**src/rtl/tcpho_pkg.sv**
```systemverilog
package tcpho_pkg;

  localparam int unsigned FifoDepth = 4;
  localparam int unsigned PtrW      = $clog2(FifoDepth);
  localparam int unsigned CountW    = PtrW + 1;

  localparam logic [5:0] FixedHdrLen = 6'd20;
  localparam logic [3:0] MinHdrWords = 4'd5;

  // Field codes of a result word.
  localparam logic [4:0] FC_SRC      = 5'd0;
  localparam logic [4:0] FC_DST      = 5'd1;
  localparam logic [4:0] FC_SEQ      = 5'd2;
  localparam logic [4:0] FC_ACK      = 5'd3;
  localparam logic [4:0] FC_OFFSET   = 5'd4;
  localparam logic [4:0] FC_FLAGS    = 5'd5;
  localparam logic [4:0] FC_WINDOW   = 5'd6;
  localparam logic [4:0] FC_CHECKSUM = 5'd7;
  localparam logic [4:0] FC_URGENT   = 5'd8;
  localparam logic [4:0] FC_NOP      = 5'd9;
  localparam logic [4:0] FC_MSS      = 5'd10;
  localparam logic [4:0] FC_SCALE    = 5'd11;
  localparam logic [4:0] FC_SACKPERM = 5'd12;
  localparam logic [4:0] FC_SACK     = 5'd13;
  localparam logic [4:0] FC_TSVAL    = 5'd14;
  localparam logic [4:0] FC_TSECR    = 5'd15;
  localparam logic [4:0] FC_HDR_END  = 5'd16;

  // Status codes.
  localparam logic [2:0] ST_OK          = 3'd0;
  localparam logic [2:0] ST_UNKNOWN_OPT = 3'd1;
  localparam logic [2:0] ST_TRUNCATED   = 3'd2;
  localparam logic [2:0] ST_BAD_OFFSET  = 3'd3;
  localparam logic [2:0] ST_BAD_OPT_LEN = 3'd4;

  // Option kinds.
  localparam logic [7:0] OPT_EOL      = 8'd0;
  localparam logic [7:0] OPT_NOP      = 8'd1;
  localparam logic [7:0] OPT_MSS      = 8'd2;
  localparam logic [7:0] OPT_SCALE    = 8'd3;
  localparam logic [7:0] OPT_SACKPERM = 8'd4;
  localparam logic [7:0] OPT_SACK     = 8'd5;
  localparam logic [7:0] OPT_TSTAMP   = 8'd8;

  typedef struct packed {
    logic [4:0]  code;
    logic [31:0] value;
    logic [5:0]  start;
    logic [5:0]  length;
    logic [2:0]  status;
    logic        eor;
  } rec_t;

  // Up to two result words written into the output queue in one cycle.
  typedef struct packed {
    logic v0;
    logic v1;
    rec_t r0;
    rec_t r1;
  } push_t;

  typedef struct packed {
    logic       hit;
    logic [4:0] code;
    logic [5:0] start;
    logic [5:0] length;
  } fixed_field_t;

  // Fixed header fields that complete on the given byte position.
  function automatic fixed_field_t fixed_field(input logic [5:0] p);
    fixed_field_t f;
    f = '0;
    unique case (p)
      6'd1:    f = '{1'b1, FC_SRC,      6'd0,  6'd2};
      6'd3:    f = '{1'b1, FC_DST,      6'd2,  6'd2};
      6'd7:    f = '{1'b1, FC_SEQ,      6'd4,  6'd4};
      6'd11:   f = '{1'b1, FC_ACK,      6'd8,  6'd4};
      6'd15:   f = '{1'b1, FC_WINDOW,   6'd14, 6'd2};
      6'd17:   f = '{1'b1, FC_CHECKSUM, 6'd16, 6'd2};
      6'd19:   f = '{1'b1, FC_URGENT,   6'd18, 6'd2};
      default: f = '0;
    endcase
    return f;
  endfunction

endpackage

```
**src/rtl/tcpho_in_if.sv**
```systemverilog
interface tcpho_in_if;
  logic       valid;
  logic       ready;
  logic [7:0] data_byte;
  logic       last_byte;

  modport source (output valid, output data_byte, output last_byte, input ready);
  modport sink   (input valid, input data_byte, input last_byte, output ready);
endinterface

```
**src/rtl/tcpho_out_if.sv**
```systemverilog
interface tcpho_out_if;
  logic        valid;
  logic        ready;
  logic [4:0]  field_code;
  logic [31:0] field_value;
  logic [5:0]  field_start;
  logic [5:0]  field_length;
  logic [2:0]  status;
  logic        end_of_run;

  modport source (output valid, output field_code, output field_value, output field_start,
                  output field_length, output status, output end_of_run, input ready);
  modport sink   (input valid, input field_code, input field_value, input field_start,
                  input field_length, input status, input end_of_run, output ready);
endinterface

```
**src/rtl/tcpho_core.sv**
```systemverilog
module tcpho_core
  import tcpho_pkg::*;
(
  input  logic       clk_i,
  input  logic       rst_ni,
  input  logic       take_i,
  input  logic [7:0] byte_i,
  input  logic       last_i,
  output push_t      push_o
);

  logic [5:0]  pos_q, pos_d;
  logic        past_q, past_d;
  logic [31:0] acc_q, acc_d;
  logic [3:0]  hlw_q, hlw_d;
  logic        ns_q, ns_d;
  logic [7:0]  okind_q, okind_d;
  logic [5:0]  ostart_q, ostart_d;
  logic [7:0]  olen_q, olen_d;
  logic        ostop_q, ostop_d;
  logic [2:0]  err_q, err_d;

  logic [5:0]   hlen;
  logic [31:0]  acc_n;
  logic [5:0]   rel;
  logic [6:0]   need;
  logic         stop_req;
  logic [2:0]   stop_err;
  fixed_field_t ff;
  push_t        push;

  assign hlen  = (hlw_q < MinHdrWords) ? FixedHdrLen : {hlw_q, 2'b00};
  assign acc_n = {acc_q[23:0], byte_i};
  assign rel   = pos_q - ostart_q;
  assign ff    = fixed_field(pos_q);

  always_comb begin
    pos_d    = pos_q;
    past_d   = past_q;
    acc_d    = acc_q;
    hlw_d    = hlw_q;
    ns_d     = ns_q;
    okind_d  = okind_q;
    ostart_d = ostart_q;
    olen_d   = olen_q;
    ostop_d  = ostop_q;
    err_d    = err_q;
    need     = '0;
    stop_req = 1'b0;
    stop_err = ST_OK;
    push     = '0;

    if (!past_q) begin
      if (pos_q < FixedHdrLen) begin
        if (pos_q == 6'd12) begin
          hlw_d   = byte_i[7:4];
          ns_d    = byte_i[0];
          push.v0 = 1'b1;
          push.r0 = '{FC_OFFSET, {28'd0, byte_i[7:4]}, 6'd12, 6'd1,
                      (byte_i[7:4] < MinHdrWords) ? ST_BAD_OFFSET : ST_OK, 1'b0};
          if (byte_i[7:4] < MinHdrWords && err_q == ST_OK) begin
            err_d = ST_BAD_OFFSET;
          end
        end else if (pos_q == 6'd13) begin
          push.v0 = 1'b1;
          push.r0 = '{FC_FLAGS, {23'd0, ns_q, byte_i}, 6'd12, 6'd2, ST_OK, 1'b0};
        end else begin
          acc_d = acc_n;
          if (ff.hit) begin
            push.v0 = 1'b1;
            push.r0 = '{ff.code, acc_n, ff.start, ff.length, ST_OK, 1'b0};
            acc_d   = '0;
          end
        end
      end else if (!ostop_q) begin
        if (olen_q == 8'd0) begin
          // First byte of an option: its kind.
          ostart_d = pos_q;
          acc_d    = '0;
          unique case (byte_i)
            OPT_EOL:      stop_req = 1'b1;
            OPT_NOP: begin
              push.v0 = 1'b1;
              push.r0 = '{FC_NOP, 32'd0, pos_q, 6'd1, ST_OK, 1'b0};
            end
            OPT_MSS:      need = 7'd4;
            OPT_SCALE:    need = 7'd3;
            OPT_SACKPERM: need = 7'd2;
            OPT_SACK:     need = 7'd2;
            OPT_TSTAMP:   need = 7'd10;
            default: begin
              stop_req = 1'b1;
              stop_err = ST_UNKNOWN_OPT;
            end
          endcase
          if (need != 7'd0) begin
            if ({1'b0, pos_q} + need > {1'b0, hlen}) begin
              stop_req = 1'b1;
              stop_err = ST_BAD_OPT_LEN;
            end else begin
              okind_d = byte_i;
              olen_d  = {1'b0, need};
            end
          end
        end else begin
          acc_d = acc_n;
          unique case (okind_q)
            OPT_MSS: begin
              if (rel == 6'd3) begin
                push.v0 = 1'b1;
                push.r0 = '{FC_MSS, {16'd0, acc_n[15:0]}, ostart_q, 6'd4, ST_OK, 1'b0};
              end
            end
            OPT_SCALE: begin
              if (rel == 6'd2) begin
                push.v0 = 1'b1;
                push.r0 = '{FC_SCALE, {24'd0, byte_i}, ostart_q, 6'd3, ST_OK, 1'b0};
              end
            end
            OPT_SACKPERM: begin
              if (rel == 6'd1) begin
                push.v0 = 1'b1;
                push.r0 = '{FC_SACKPERM, 32'd1, ostart_q, 6'd2, ST_OK, 1'b0};
              end
            end
            OPT_SACK: begin
              if (rel == 6'd1) begin
                // The declared length must cover kind and length bytes and stay
                // inside the header.
                if (byte_i < 8'd2 || {3'd0, ostart_q} + {1'b0, byte_i} > {3'd0, hlen}) begin
                  stop_req = 1'b1;
                  stop_err = ST_BAD_OPT_LEN;
                end else begin
                  olen_d  = byte_i;
                  push.v0 = 1'b1;
                  push.r0 = '{FC_SACK, 32'd0, ostart_q, byte_i[5:0], ST_OK, 1'b0};
                end
              end
            end
            OPT_TSTAMP: begin
              if (rel == 6'd5) begin
                push.v0 = 1'b1;
                push.r0 = '{FC_TSVAL, acc_n, ostart_q + 6'd2, 6'd4, ST_OK, 1'b0};
                acc_d   = '0;
              end else if (rel == 6'd9) begin
                push.v0 = 1'b1;
                push.r0 = '{FC_TSECR, acc_n, ostart_q + 6'd6, 6'd4, ST_OK, 1'b0};
              end
            end
            default: ;
          endcase
          if (!stop_req && ({2'b00, rel} + 8'd1 >= olen_d)) begin
            olen_d = '0;
          end
        end
      end

      if (stop_req) begin
        if (stop_err != ST_OK && err_q == ST_OK) begin
          err_d = stop_err;
        end
        ostop_d = 1'b1;
        olen_d  = '0;
      end

      if (pos_q >= 6'd19 && ({1'b0, pos_q} + 7'd1 == {1'b0, hlen})) begin
        push.v1 = 1'b1;
        push.r1 = '{FC_HDR_END, {26'd0, hlen}, 6'd0, 6'd0, err_d, 1'b1};
        past_d  = 1'b1;
      end else if (last_i) begin
        push.v1 = 1'b1;
        push.r1 = '{FC_HDR_END, {25'd0, {1'b0, pos_q} + 7'd1}, 6'd0, 6'd0,
                    (err_d != ST_OK) ? err_d : ST_TRUNCATED, 1'b1};
        past_d  = 1'b1;
      end else begin
        pos_d = pos_q + 6'd1;
      end
    end

    // The record in slot 0 closes the run only when no header end follows it.
    push.r0.eor = ~push.v1;

    if (last_i) begin
      pos_d    = '0;
      past_d   = 1'b0;
      acc_d    = '0;
      hlw_d    = '0;
      ns_d     = 1'b0;
      okind_d  = '0;
      ostart_d = '0;
      olen_d   = '0;
      ostop_d  = 1'b0;
      err_d    = ST_OK;
    end
  end

  always_ff @(posedge clk_i or negedge rst_ni) begin
    if (!rst_ni) begin
      pos_q    <= '0;
      past_q   <= 1'b0;
      acc_q    <= '0;
      hlw_q    <= '0;
      ns_q     <= 1'b0;
      okind_q  <= '0;
      ostart_q <= '0;
      olen_q   <= '0;
      ostop_q  <= 1'b0;
      err_q    <= ST_OK;
    end else if (take_i) begin
      pos_q    <= pos_d;
      past_q   <= past_d;
      acc_q    <= acc_d;
      hlw_q    <= hlw_d;
      ns_q     <= ns_d;
      okind_q  <= okind_d;
      ostart_q <= ostart_d;
      olen_q   <= olen_d;
      ostop_q  <= ostop_d;
      err_q    <= err_d;
    end
  end

  assign push_o.v0 = take_i & push.v0;
  assign push_o.v1 = take_i & push.v1;
  assign push_o.r0 = push.r0;
  assign push_o.r1 = push.r1;

  a_second_is_hdr_end: assert property (@(posedge clk_i) disable iff (!rst_ni)
    push_o.v1 |-> (push_o.r1.code == FC_HDR_END) && push_o.r1.eor)
    else $error("second result slot must carry the header end");

  a_no_output_past_header: assert property (@(posedge clk_i) disable iff (!rst_ni)
    past_q |-> !push.v0 && !push.v1)
    else $error("result produced after the header end");

endmodule

```
**src/rtl/tcpho_fifo.sv**
```systemverilog
module tcpho_fifo
  import tcpho_pkg::*;
(
  input  logic  clk_i,
  input  logic  rst_ni,
  input  push_t push_i,
  output logic  room2_o,
  output logic  valid_o,
  input  logic  ready_i,
  output rec_t  head_o
);

  rec_t              mem_q [FifoDepth];
  logic [PtrW-1:0]   wr_q, rd_q;
  logic [CountW-1:0] count_q;
  logic              pop;
  logic [CountW-1:0] n_push;

  assign valid_o = (count_q != '0);
  assign head_o  = mem_q[rd_q];
  assign pop     = valid_o & ready_i;
  assign room2_o = (count_q <= CountW'(FifoDepth - 2));
  assign n_push  = CountW'(push_i.v0) + CountW'(push_i.v1);

  // Slot 1 alone lands at the write pointer; with slot 0 it goes one above.
  always_ff @(posedge clk_i) begin
    if (push_i.v0) begin
      mem_q[wr_q] <= push_i.r0;
      if (push_i.v1) begin
        mem_q[wr_q + PtrW'(1)] <= push_i.r1;
      end
    end else if (push_i.v1) begin
      mem_q[wr_q] <= push_i.r1;
    end
  end

  always_ff @(posedge clk_i or negedge rst_ni) begin
    if (!rst_ni) begin
      wr_q    <= '0;
      rd_q    <= '0;
      count_q <= '0;
    end else begin
      wr_q    <= wr_q + n_push[PtrW-1:0];
      rd_q    <= rd_q + PtrW'(pop);
      count_q <= count_q + n_push - CountW'(pop);
    end
  end

  a_no_overflow: assert property (@(posedge clk_i) disable iff (!rst_ni)
    (push_i.v0 || push_i.v1) |-> room2_o)
    else $error("result queue written without room");

  a_count_bound: assert property (@(posedge clk_i) disable iff (!rst_ni)
    count_q <= CountW'(FifoDepth))
    else $error("result queue count out of range");

  a_pop_moves_head: assert property (@(posedge clk_i) disable iff (!rst_ni)
    pop |=> rd_q == $past(rd_q) + PtrW'(1))
    else $error("read pointer did not advance on a pop");

endmodule

```
**src/rtl/tcp_header_option_parser_top.sv**
```systemverilog
// TCP header and option decoder.
//
// The in_i channel carries one segment byte per word (data_byte) with
// last_byte marking the final byte of a segment. The out_o channel carries
// one decoded field per word: field_code, field_value, field_start,
// field_length, status and end_of_run, which marks the last word caused by
// a given input byte. A byte gives at most two words: a field or option and
// the header-end word that follows it. Bytes after the header give nothing.
//
// An accepted byte is held in the input register and decoded from there, waiting
// while the result queue lacks room for two words; its words enter the queue at
// the edge that takes the byte, and the first shows on out_o once earlier words drain.
// One byte is taken per cycle while the four-word result queue has room for
// two words, so bytes whose words are drained at once stream at full rate;
// bytes that give two words each drain at one word per cycle.
//
// Reset clears the decoder to the start of a segment and empties the queue.
// When the receiver stalls, the queue fills and in_i.ready drops until there
// is room again; no word is lost or repeated.
module tcp_header_option_parser_top
  import tcpho_pkg::*;
(
  input  logic        clk_i,
  input  logic        rst_ni,
  tcpho_in_if.sink    in_i,
  tcpho_out_if.source out_o
);

  logic       in_vq;
  logic [7:0] byte_q;
  logic       last_q;
  logic       room2;
  logic       take;
  push_t      push;
  rec_t       head;

  assign take       = in_vq & room2;
  assign in_i.ready = ~in_vq | take;

  always_ff @(posedge clk_i or negedge rst_ni) begin
    if (!rst_ni) begin
      in_vq <= 1'b0;
    end else if (in_i.ready) begin
      in_vq <= in_i.valid;
    end
  end

  always_ff @(posedge clk_i) begin
    if (in_i.ready && in_i.valid) begin
      byte_q <= in_i.data_byte;
      last_q <= in_i.last_byte;
    end
  end

  tcpho_core u_core (
    .clk_i  (clk_i),
    .rst_ni (rst_ni),
    .take_i (take),
    .byte_i (byte_q),
    .last_i (last_q),
    .push_o (push)
  );

  tcpho_fifo u_fifo (
    .clk_i   (clk_i),
    .rst_ni  (rst_ni),
    .push_i  (push),
    .room2_o (room2),
    .valid_o (out_o.valid),
    .ready_i (out_o.ready),
    .head_o  (head)
  );

  assign out_o.field_code   = head.code;
  assign out_o.field_value  = head.value;
  assign out_o.field_start  = head.start;
  assign out_o.field_length = head.length;
  assign out_o.status       = head.status;
  assign out_o.end_of_run   = head.eor;

  a_stall_without_room: assert property (@(posedge clk_i) disable iff (!rst_ni)
    (in_vq && !room2) |-> !in_i.ready)
    else $error("input taken while the decoder is stalled");

endmodule

```
**src/flat_wrapper.sv**
```systemverilog
// flat-port wrapper written by rule: the top's interface ports become plain ports
module tcp_header_option_parser_top_flat import tcpho_pkg::*;
  (clk_i, rst_ni, in_i_valid, in_i_data_byte, in_i_last_byte, in_i_ready, out_o_valid, out_o_field_code, out_o_field_value, out_o_field_start, out_o_field_length, out_o_status, out_o_end_of_run, out_o_ready);
  tcpho_in_if in_i_i ();
  tcpho_out_if out_o_i ();
  input  logic clk_i;
  input  logic rst_ni;
  input wire logic [$bits(in_i_i.valid)-1:0] in_i_valid;
  input wire logic [$bits(in_i_i.data_byte)-1:0] in_i_data_byte;
  input wire logic [$bits(in_i_i.last_byte)-1:0] in_i_last_byte;
  output wire logic [$bits(in_i_i.ready)-1:0] in_i_ready;
  output wire logic [$bits(out_o_i.valid)-1:0] out_o_valid;
  output wire logic [$bits(out_o_i.field_code)-1:0] out_o_field_code;
  output wire logic [$bits(out_o_i.field_value)-1:0] out_o_field_value;
  output wire logic [$bits(out_o_i.field_start)-1:0] out_o_field_start;
  output wire logic [$bits(out_o_i.field_length)-1:0] out_o_field_length;
  output wire logic [$bits(out_o_i.status)-1:0] out_o_status;
  output wire logic [$bits(out_o_i.end_of_run)-1:0] out_o_end_of_run;
  input wire logic [$bits(out_o_i.ready)-1:0] out_o_ready;
  assign in_i_i.valid = in_i_valid;
  assign in_i_i.data_byte = in_i_data_byte;
  assign in_i_i.last_byte = in_i_last_byte;
  assign in_i_ready = in_i_i.ready;
  assign out_o_valid = out_o_i.valid;
  assign out_o_field_code = out_o_i.field_code;
  assign out_o_field_value = out_o_i.field_value;
  assign out_o_field_start = out_o_i.field_start;
  assign out_o_field_length = out_o_i.field_length;
  assign out_o_status = out_o_i.status;
  assign out_o_end_of_run = out_o_i.end_of_run;
  assign out_o_i.ready = out_o_ready;
  tcp_header_option_parser_top u_core (.clk_i(clk_i), .rst_ni(rst_ni), .in_i(in_i_i), .out_o(out_o_i));
endmodule
```
**config.mk**
```make
export PLATFORM = sky130hd
export DESIGN_NAME = tcp_header_option_parser_top_flat
export DESIGN_NICKNAME = d
export VERILOG_FILES = /design/src/rtl/tcpho_pkg.sv /design/src/rtl/tcpho_in_if.sv /design/src/rtl/tcpho_out_if.sv /design/src/rtl/tcpho_core.sv /design/src/rtl/tcpho_fifo.sv /design/src/rtl/tcp_header_option_parser_top.sv /design/src/flat_wrapper.sv
export SDC_FILE = /design/constraint.sdc
export NUM_CORES = 1
export LEC_CHECK = 0
export ABC_CLOCK_PERIOD_IN_PS = 6570
export BUFFER_PORTS_ARGS = -buffer_cell sky130_fd_sc_hd__buf_2
export CORE_MARGIN = 10
export CORE_UTILIZATION = 25
export DETAILED_ROUTE_END_ITERATION = 12
export PLACE_DENSITY = 0.39
export SLEW_MARGIN = 20
export SYNTH_ARGS = -nofsm -noshare
export SYNTH_HDL_FRONTEND = slang
export SYNTH_SLANG_ARGS = --single-unit
```
**constraint.sdc**
```tcl
create_clock -name clk_i -period 6.57 [get_ports clk_i]
set_clock_uncertainty 0.1 [all_clocks]
set_input_delay 1.314 -clock clk_i [delete_from_list [all_inputs] [get_ports clk_i]]
set_output_delay 1.314 -clock clk_i [all_outputs]
set_load 0.005 [all_outputs]
```
==> flow_summary.toml, run 1 <==
[cts]
clock-sinks = 291
clkLatencyLatePin_ns = 0.56
cts_tree = "built"
clock_tree.root_cell = "clkbuf_16"
holdBufCountCts = 0
post_cts_resize_count = 0
worst_setup_hold_path_clk_slew_ns = 0.06
ctsLongestPathBuffers = 3
cts_made_buffers = 38
cts.htree.levels = 2
post_cts.repair.setup_buffers = 0

[finish]
layout.cell_area.non_filler_sq_um = 17100
areaGrowthSynthToFinish_pct = 16.8
antennaDiodeCount = 0
layout.cells.non_filler = 2298
final_nets = 1567
post_route_cells_drive_above_1_share_pct = 17.3

[timing]
hold_slack_ns = 0.346
min_period_over_period_pct = 88.3
drv_slew = 0
max_clock_freq_mhz = 172
grt_setup_unrepaired = "false"
finalSetupViolCount = 0
fin_tns_setup_ns = 0
maxSlewHeadroom_pct = 25.1
finalHoldViolations = 0
finalCriticalPeriod_ns = 5.80
timing_worst_slew_pin_value_ns = 1.11
post_layout_worst_setup_margin_ns = 0.771

[yosys]
yosysWarnings = 0
post_synth_num_cell_types = 95
yosys_most_used_dff = "dfxtp_1"
syn_inst = 1452
syn-cell-area_sq_um = 14600
synth_edf_count = 57
synthesized_flop_and_latch_total = 291
syn_area_per_cell_sq_um = 10.1
syn-num-nets = 1515
async_reset_ff_share_pct = 24.1
proportion_of_synthesized_chip_area_in_sequential_cells_pct = 46.2

[die]
die_y_um = 262
initial_cell_density_of_the_core_pct = 25.3
core_region_area_sq_um = 57800
boundaryPins = 68
dieArea_sq_um = 68500
std_cell_rows = 88
dieWidth_um = 262

[worst_setup_path]
worstReg2RegEnd = "u_core.u_fifo.mem_q[2][2]$_DFFE_PP_"
setup.worst_path.class = "reg -> reg"
worst_r2r_startpoint = "u_core.byte_q[1]$_DFFE_PP_"
worstSetupStartpointType = "flop"
timing.critical_path.required_ns = 6.86
top_delay_family_on_crit_path = "compound AO/OA/AOI/OAI gates"
critical_path.endpoint = "u_core.u_fifo.mem_q[2][2]$_DFFE_PP_"
worst_setup_path_startpoint = "u_core.byte_q[1]$_DFFE_PP_"
cp_num_buf_inv = 2
worstPathCellList = "ha_1 > a21o_1 > a21oi_1 > o21bai_1 > a21oi_1 > xnor2_1 > ha_1 > inv_1 > a211oi_1 > nand3b_1 > a211oi_2 > nand3_1 > nand3_1 > nand2_1 > a311oi_1 > ha_1 > inv_1 > nor3b_1 > a21oi_1 > nand2b_1 > o22ai_1"
cp_data_arrival_time_ns = 6.09
reg2regPathDepth = 21
critPathCaptureType = "flop"
slowest_stage_cell_cp = "nor3b_1"
cp_slowest_stage_delay_ns = 0.62
crit_cells = 21
crit_path_max_fanout = 9
reg2reg_setup_slack_ns = 0.77

[routing]
drcViolationCount = 0
detailedRoute.firstPassIterationCount = 5
vias_after_detailed_routing = 11655
initialDrtViolationCount = 875
final_antenna_net_count = 0
via_per_inst = 5.07
totalWireLength_um = 51600
wl_per_cell_um = 22.4

[global_routing]
grt_remaining_overflow = 0
track_usage_pct = 15.0
grt_pass1_vias = 11888
grt_pass1_wl_um = 77600
grt_antenna_before_repair = 0
largest_net_degree_at_the_start_of_global_routing = 41

[power_and_ir_drop]
internal_power_mw = 4.16
power_density_nw_per_um2 = 395
net_switching_power_figure_mw = 2.58
p_leak_nw = 6.35
power_frac_seq_pct = 35.8
power.ir.vdd_worst_mv = 0.222
swShare_pct = 38.3
power.clock.fraction_pct = 30.6
share_of_power_burned_in_combinational_logic_pct = 33.5

[hold_path]
hold_path_class = "reg -> reg"

[place]
gp_routability_congestion = 0.900
place_hpwl_um = 35400
placed_area_sq_um = 15800
dpl_worst_slack_ns = 0.894
number_of_buffers_inserted_by_port_buffering = 67
dp.cells = 2229

[status]
outcome = "complete, no violations"

[run]
cap_viol_max_count = 0
-- stage by stage --
stage,power [mW],util (%)
floorplan,3.88,-
detailed placement,4.74,27.4
CTS,6.84,29.5
global route,7.15,29.5
finish,6.74,29.5
global placement,4.74,27.4
-- routing by layer --
| metal | up-vias | wire length [um] | part of all wire [%] | track usage [%] |
|---|---|---|---|---|
| met5 | - | 0 | 0 | 0 |
| met4 | 0 | 1050 | 2.0 | 4.32 |
| met3 | 68 | 2550 | 4.9 | 2.54 |
| met2 | 291 | 24000 | 47 | 24.3 |
| met1 | 5802 | 23900 | 46 | 20.2 |
| li1 | 5494 | - | - | - |
-- flip-flops by register name, summed over array words and instances (netlist names), 2 cells and up --
| register | cells |
|---|---|
| u_core.u_core.acc_q | 24 |
| u_core.u_core.olen_q | 8 |
| u_core.u_core.err_q | 3 |
| u_core.u_fifo.rd_q | 2 |
| u_core.u_core.hlw_q | 4 |
| u_core.u_fifo.count_q | 3 |
| u_core.u_core.okind_q | 8 |
| u_core.u_core.ostart_q | 6 |
| u_core.u_fifo.mem_q | 212 |
| u_core.byte_q | 8 |
| u_core.u_core.pos_q | 6 |
| u_core.u_fifo.wr_q | 2 |
-- cell usage in the layout, fill, tap and decap left out, drive strengths merged, types with 47 or more instances in the layout --
master  Yosys  layout
a22o       58      58
dfrtp      70      70
nor2       70      70
buf        25     102
nand2     232     232
o21ai     170     170
edfxtp     57      57
dfxtp     164     164
mux4       53      53
ha         47      47
clkbuf     65      51
a21oi      51      51
-- synth_stat cells, drive strengths merged, types with 21 or more instances --
library cell  instances  area (sq um)
inv                  44           165
o21ai               170           862
dfxtp               164          3280
ha                   47           588
nor2                 70           278
o22ai                21           131
a22o                 58           508
clkbuf               65           245
nand2               232           871
mux4                 53          1190
xnor2                24           236
edfxtp               57          1710
a21oi                51           270
nor3                 26           151
buf                  25           148
dfrtp                70          1750
-- final cells by class --
type | count | area [sq um]
Fill cell | 6050 | 40700
Inverter | 44 | 165
Clock inverter | 18 | 169
Multi-Input combinational cell | 1027 | 7350
Tap cell | 765 | 957
Timing Repair Buffer | 102 | 601
Clock buffer | 51 | 1070
Sequential cell | 291 | 6750
-- worst min-delay path, cell delays in order, from the launching register on --
cell and delay [ns]:
dfxtp_1 0.30, nand2_1 0.05, o21ai_1 0.05
-- how the worst min path moves through the flow --
stage                                                  startpoint                                 endpoint  cells after the start
after global routing      u_core.u_fifo.mem_q[0][42]$_SDFFE_PP0P_  u_core.u_fifo.mem_q[0][42]$_SDFFE_PP0P_                      2
after global placement    u_core.u_fifo.mem_q[1][44]$_SDFFE_PP0P_  u_core.u_fifo.mem_q[1][44]$_SDFFE_PP0P_                      2
after floorplan           u_core.u_fifo.mem_q[2][13]$_SDFFE_PP0P_  u_core.u_fifo.mem_q[2][13]$_SDFFE_PP0P_                      2
after detailed placement   u_core.u_fifo.mem_q[2][9]$_SDFFE_PP0P_   u_core.u_fifo.mem_q[2][9]$_SDFFE_PP0P_                      2
final                     u_core.u_fifo.mem_q[0][48]$_SDFFE_PP0P_  u_core.u_fifo.mem_q[0][48]$_SDFFE_PP0P_                      2
after CTS                 u_core.u_fifo.mem_q[0][42]$_SDFFE_PP0P_  u_core.u_fifo.mem_q[0][42]$_SDFFE_PP0P_                      2
-- cell families after synthesis --
group / Yosys count / synth area share [%]
AND/OR/NAND/NOR: 448 / 14.6
AO/OA/AOI/OAI: 427 / 19.5
flip-flops: 291 / 46.2
buffers and inverters: 134 / 3.82
multiplexers: 68 / 9.25
adder cells (fa/ha/maj): 52 / 4.57
XOR/XNOR: 32 / 2.10
-- power groups by stage --
stage                     combinational (mW)  clock, mW  sequential, mW
after floorplan                         1.67          0            2.21
after global placement                  2.29          0            2.45
after detailed placement                2.29          0            2.45
after CTS                               2.29       2.13            2.42
after global routing                    2.49       2.20            2.46
final                                   2.26       2.06            2.42
No activity file was read; power rests on OpenSTA's default activity.
==> inputs of run 2 (changes only) <==
- CORE_UTILIZATION: 25 -> 40
- PLACE_DENSITY: 0.39 -> 0.56
- SETUP_SLACK_MARGIN: not set -> 0.15
==> run 2 against run 1 <==
Effect of this change: critical endpoint is now u_core.u_fifo.mem_q[3][45]$_SDFFE_PP0P_; largest cell class unchanged; utilization rose by 17 points; die area fell by 35%; hold slack improved by 0.00066 ns; critical path depth fell by 1.
==> flow_summary.toml, run 2 (synthesis results as in run 1) <==
[worst_setup_path]
cp_slowest_stage_delay_ns = 0.60
critPathCaptureType = "flop"
worstPathCellList = "ha_1 > a21o_1 > a21oi_1 > o21bai_1 > a21oi_1 > xnor2_1 > ha_1 > inv_1 > a211oi_1 > nand3b_1 > a211oi_2 > nand3_1 > nand3_1 > nand2_1 > a311o_1 > ha_1 > or2_2 > nor2_1 > and2_1 > a22o_1"
cp_data_arrival_time_ns = 6.05
slowest_stage_cell_cp = "and2_1"
setup.worst_path.class = "reg -> reg"
crit_path_max_fanout = 16
timing.critical_path.required_ns = 6.96
worstSetupStartpointType = "flop"
path_common_cell = "ha_1"

[power_and_ir_drop]
p_leak_nw = 6.32
internal_power_mw = 4.13
share_of_power_burned_in_combinational_logic_pct = 33.6
net_switching_power_figure_mw = 2.49
power_frac_seq_pct = 35.9
power.clock.fraction_pct = 30.5
power.ir.vdd_worst_mv = 0.212
power_density_nw_per_um2 = 399
swShare_pct = 37.6

[status]
outcome = "complete, no violations"

[timing]
max_clock_freq_mhz = 177
finalHoldViolations = 0
grt_setup_unrepaired = "false"
finalCriticalPeriod_ns = 5.66
drv_slew = 0
timing_worst_slew_pin_value_ns = 0.993
hold_slack_ns = 0.346
finalSetupViolCount = 0
fin_tns_setup_ns = 0
min_period_over_period_pct = 86.1
maxSlewHeadroom_pct = 33.8

[global_routing]
grt_remaining_overflow = 0
grt_pass1_wl_um = 71000
grt_antenna_before_repair = 1
largest_net_degree_at_the_start_of_global_routing = 71
grt_pass1_vias = 11690
track_usage_pct = 20.4

[finish]
post_route_cells_drive_above_1_share_pct = 17.1
antennaDiodeCount = 0
register_ranked_first_by_flip_flop_count = "u_core.u_fifo.mem_q"
final_nets = 1556
areaGrowthSynthToFinish_pct = 13.6
mostFrequentLayoutCells = "232 x nand2_1, 164 x dfxtp_1, 139 x o21ai_0"
largest_register_ff_count = 212
largestRegisters = "u_core.u_fifo.mem_q x212, u_core.u_core.acc_q x24"
final_common_cell = "nand2_1"

[run]
cap_viol_max_count = 0

[cts]
cts_tree = "built"
post_cts.repair.setup_buffers = 0
clock-sinks = 291
holdBufCountCts = 0
clock_tree.root_cell = "clkbuf_16"
worst_setup_hold_path_clk_slew_ns = 0.06
cts.htree.levels = 2
clkLatencyLatePin_ns = 0.55
ctsLongestPathBuffers = 3
cts_made_buffers = 35
post_cts_resize_count = 0

[routing]
totalWireLength_um = 46100
drcViolationCount = 0
wl_per_cell_um = 23.3
vias_after_detailed_routing = 11918
detailedRoute.firstPassIterationCount = 5
via_per_inst = 6.02
final_antenna_net_count = 0
initialDrtViolationCount = 1171

[die]
dieArea_sq_um = 44600
initial_cell_density_of_the_core_pct = 40.8
boundaryPins = 68
die_y_um = 211
dieWidth_um = 211
std_cell_rows = 69
core_region_area_sq_um = 35800

[hold_path]
hold_path_class = "reg -> reg"

[place]
place_hpwl_um = 31500
number_of_buffers_inserted_by_port_buffering = 67
gp_routability_congestion = 0.946
## run 2: cell types whose count changed in the layout (fill, tap and decap cells not counted), moves of 3 or more
cell and change:
buf_4 -8, clkbuf_1 -5, inv_6 +3, clkbuf_8 +7, clkinv_1 -3, clkbuf_16 -4
## run 2: worst max-delay path, delay by kind of cell, from the launching register on
family | cells | cell delay (ns)
DFF | 1 | 0.54
AOI/OAI and AO/OA | 8 | 2.03
buffers and inverters | 1 | 0.06
adders and majority gates | 3 | 0.97
xor gates and xnor gates | 1 | 0.09
and+or+nand+nor | 7 | 1.82
## run 2: per-layer routing
| metal | wire, um | vias up | track usage (%) |
|---|---|---|---|
| met5 | 13 | - | 0 |
| met4 | 1280 | 2 | 6.99 |
| met1 | 20200 | 5900 | 27.3 |
| li1 | - | 5472 | - |
| met3 | 3440 | 94 | 4.02 |
| met2 | 21200 | 450 | 32.3 |
## run 2: worst paths after layout
| check | slack [ns] | end | start | depth (start not counted) |
|---|---|---|---|---|
| max in group asynchronous | 4.80 | u_core.u_fifo.rd_q[0]$_DFF_PN0_ | rst_ni | 1 |
| setup reg to reg | 0.91 | u_core.u_fifo.mem_q[3][45]$_SDFFE_PP0P_ | u_core.byte_q[1]$_DFFE_PP_ | 20 |
| setup / recovery | 0.91 | u_core.u_fifo.mem_q[3][45]$_SDFFE_PP0P_ | u_core.byte_q[1]$_DFFE_PP_ | 20 |
| hold reg to reg | 0.35 | u_core.u_fifo.mem_q[0][50]$_SDFFE_PP0P_ | u_core.u_fifo.mem_q[0][50]$_SDFFE_PP0P_ | 2 |
| min in group asynchronous | 0.84 | u_core.u_core.ostart_q[3]$_DFFE_PN0P_ | rst_ni | 1 |
| hold / removal | 0.35 | u_core.u_fifo.mem_q[0][50]$_SDFFE_PP0P_ | u_core.u_fifo.mem_q[0][50]$_SDFFE_PP0P_ | 2 |
## run 2: final cells by class
class,instances,area [sq um]
multi-input combinational,1027,7360
clock buffer,50,1050
inverter,44,165
timing repair buffer,94,541
clock inverter,13,158
sequential,291,6750
fill,3378,19200
tap,461,577
## run 2: stage by stage
step	cell area (sq um)	util (%)	cells	total power, mW	worst slack, ns
2_1_floorplan	14600	-	1452	3.88	1.76
3_3_place_gp	15400	42.9	1917	4.60	1.12
3_5_place_dp	15400	42.9	1917	4.62	0.985
4_1_cts	16600	46.3	1980	6.65	0.980
5_1_grt	16600	46.3	1980	6.98	0.573
6_report	16600	46.3	1980	6.62	0.913
## run 2: power by group through the flow
stage | clock network, mW | logic [mW] | registers [mW]
2_1_floorplan | 0 | 1.67 | 2.21
3_3_place_gp | 0 | 2.20 | 2.40
3_5_place_dp | 0 | 2.21 | 2.41
4_1_cts | 2.06 | 2.22 | 2.37
5_1_grt | 2.13 | 2.44 | 2.41
6_report | 2.02 | 2.22 | 2.37
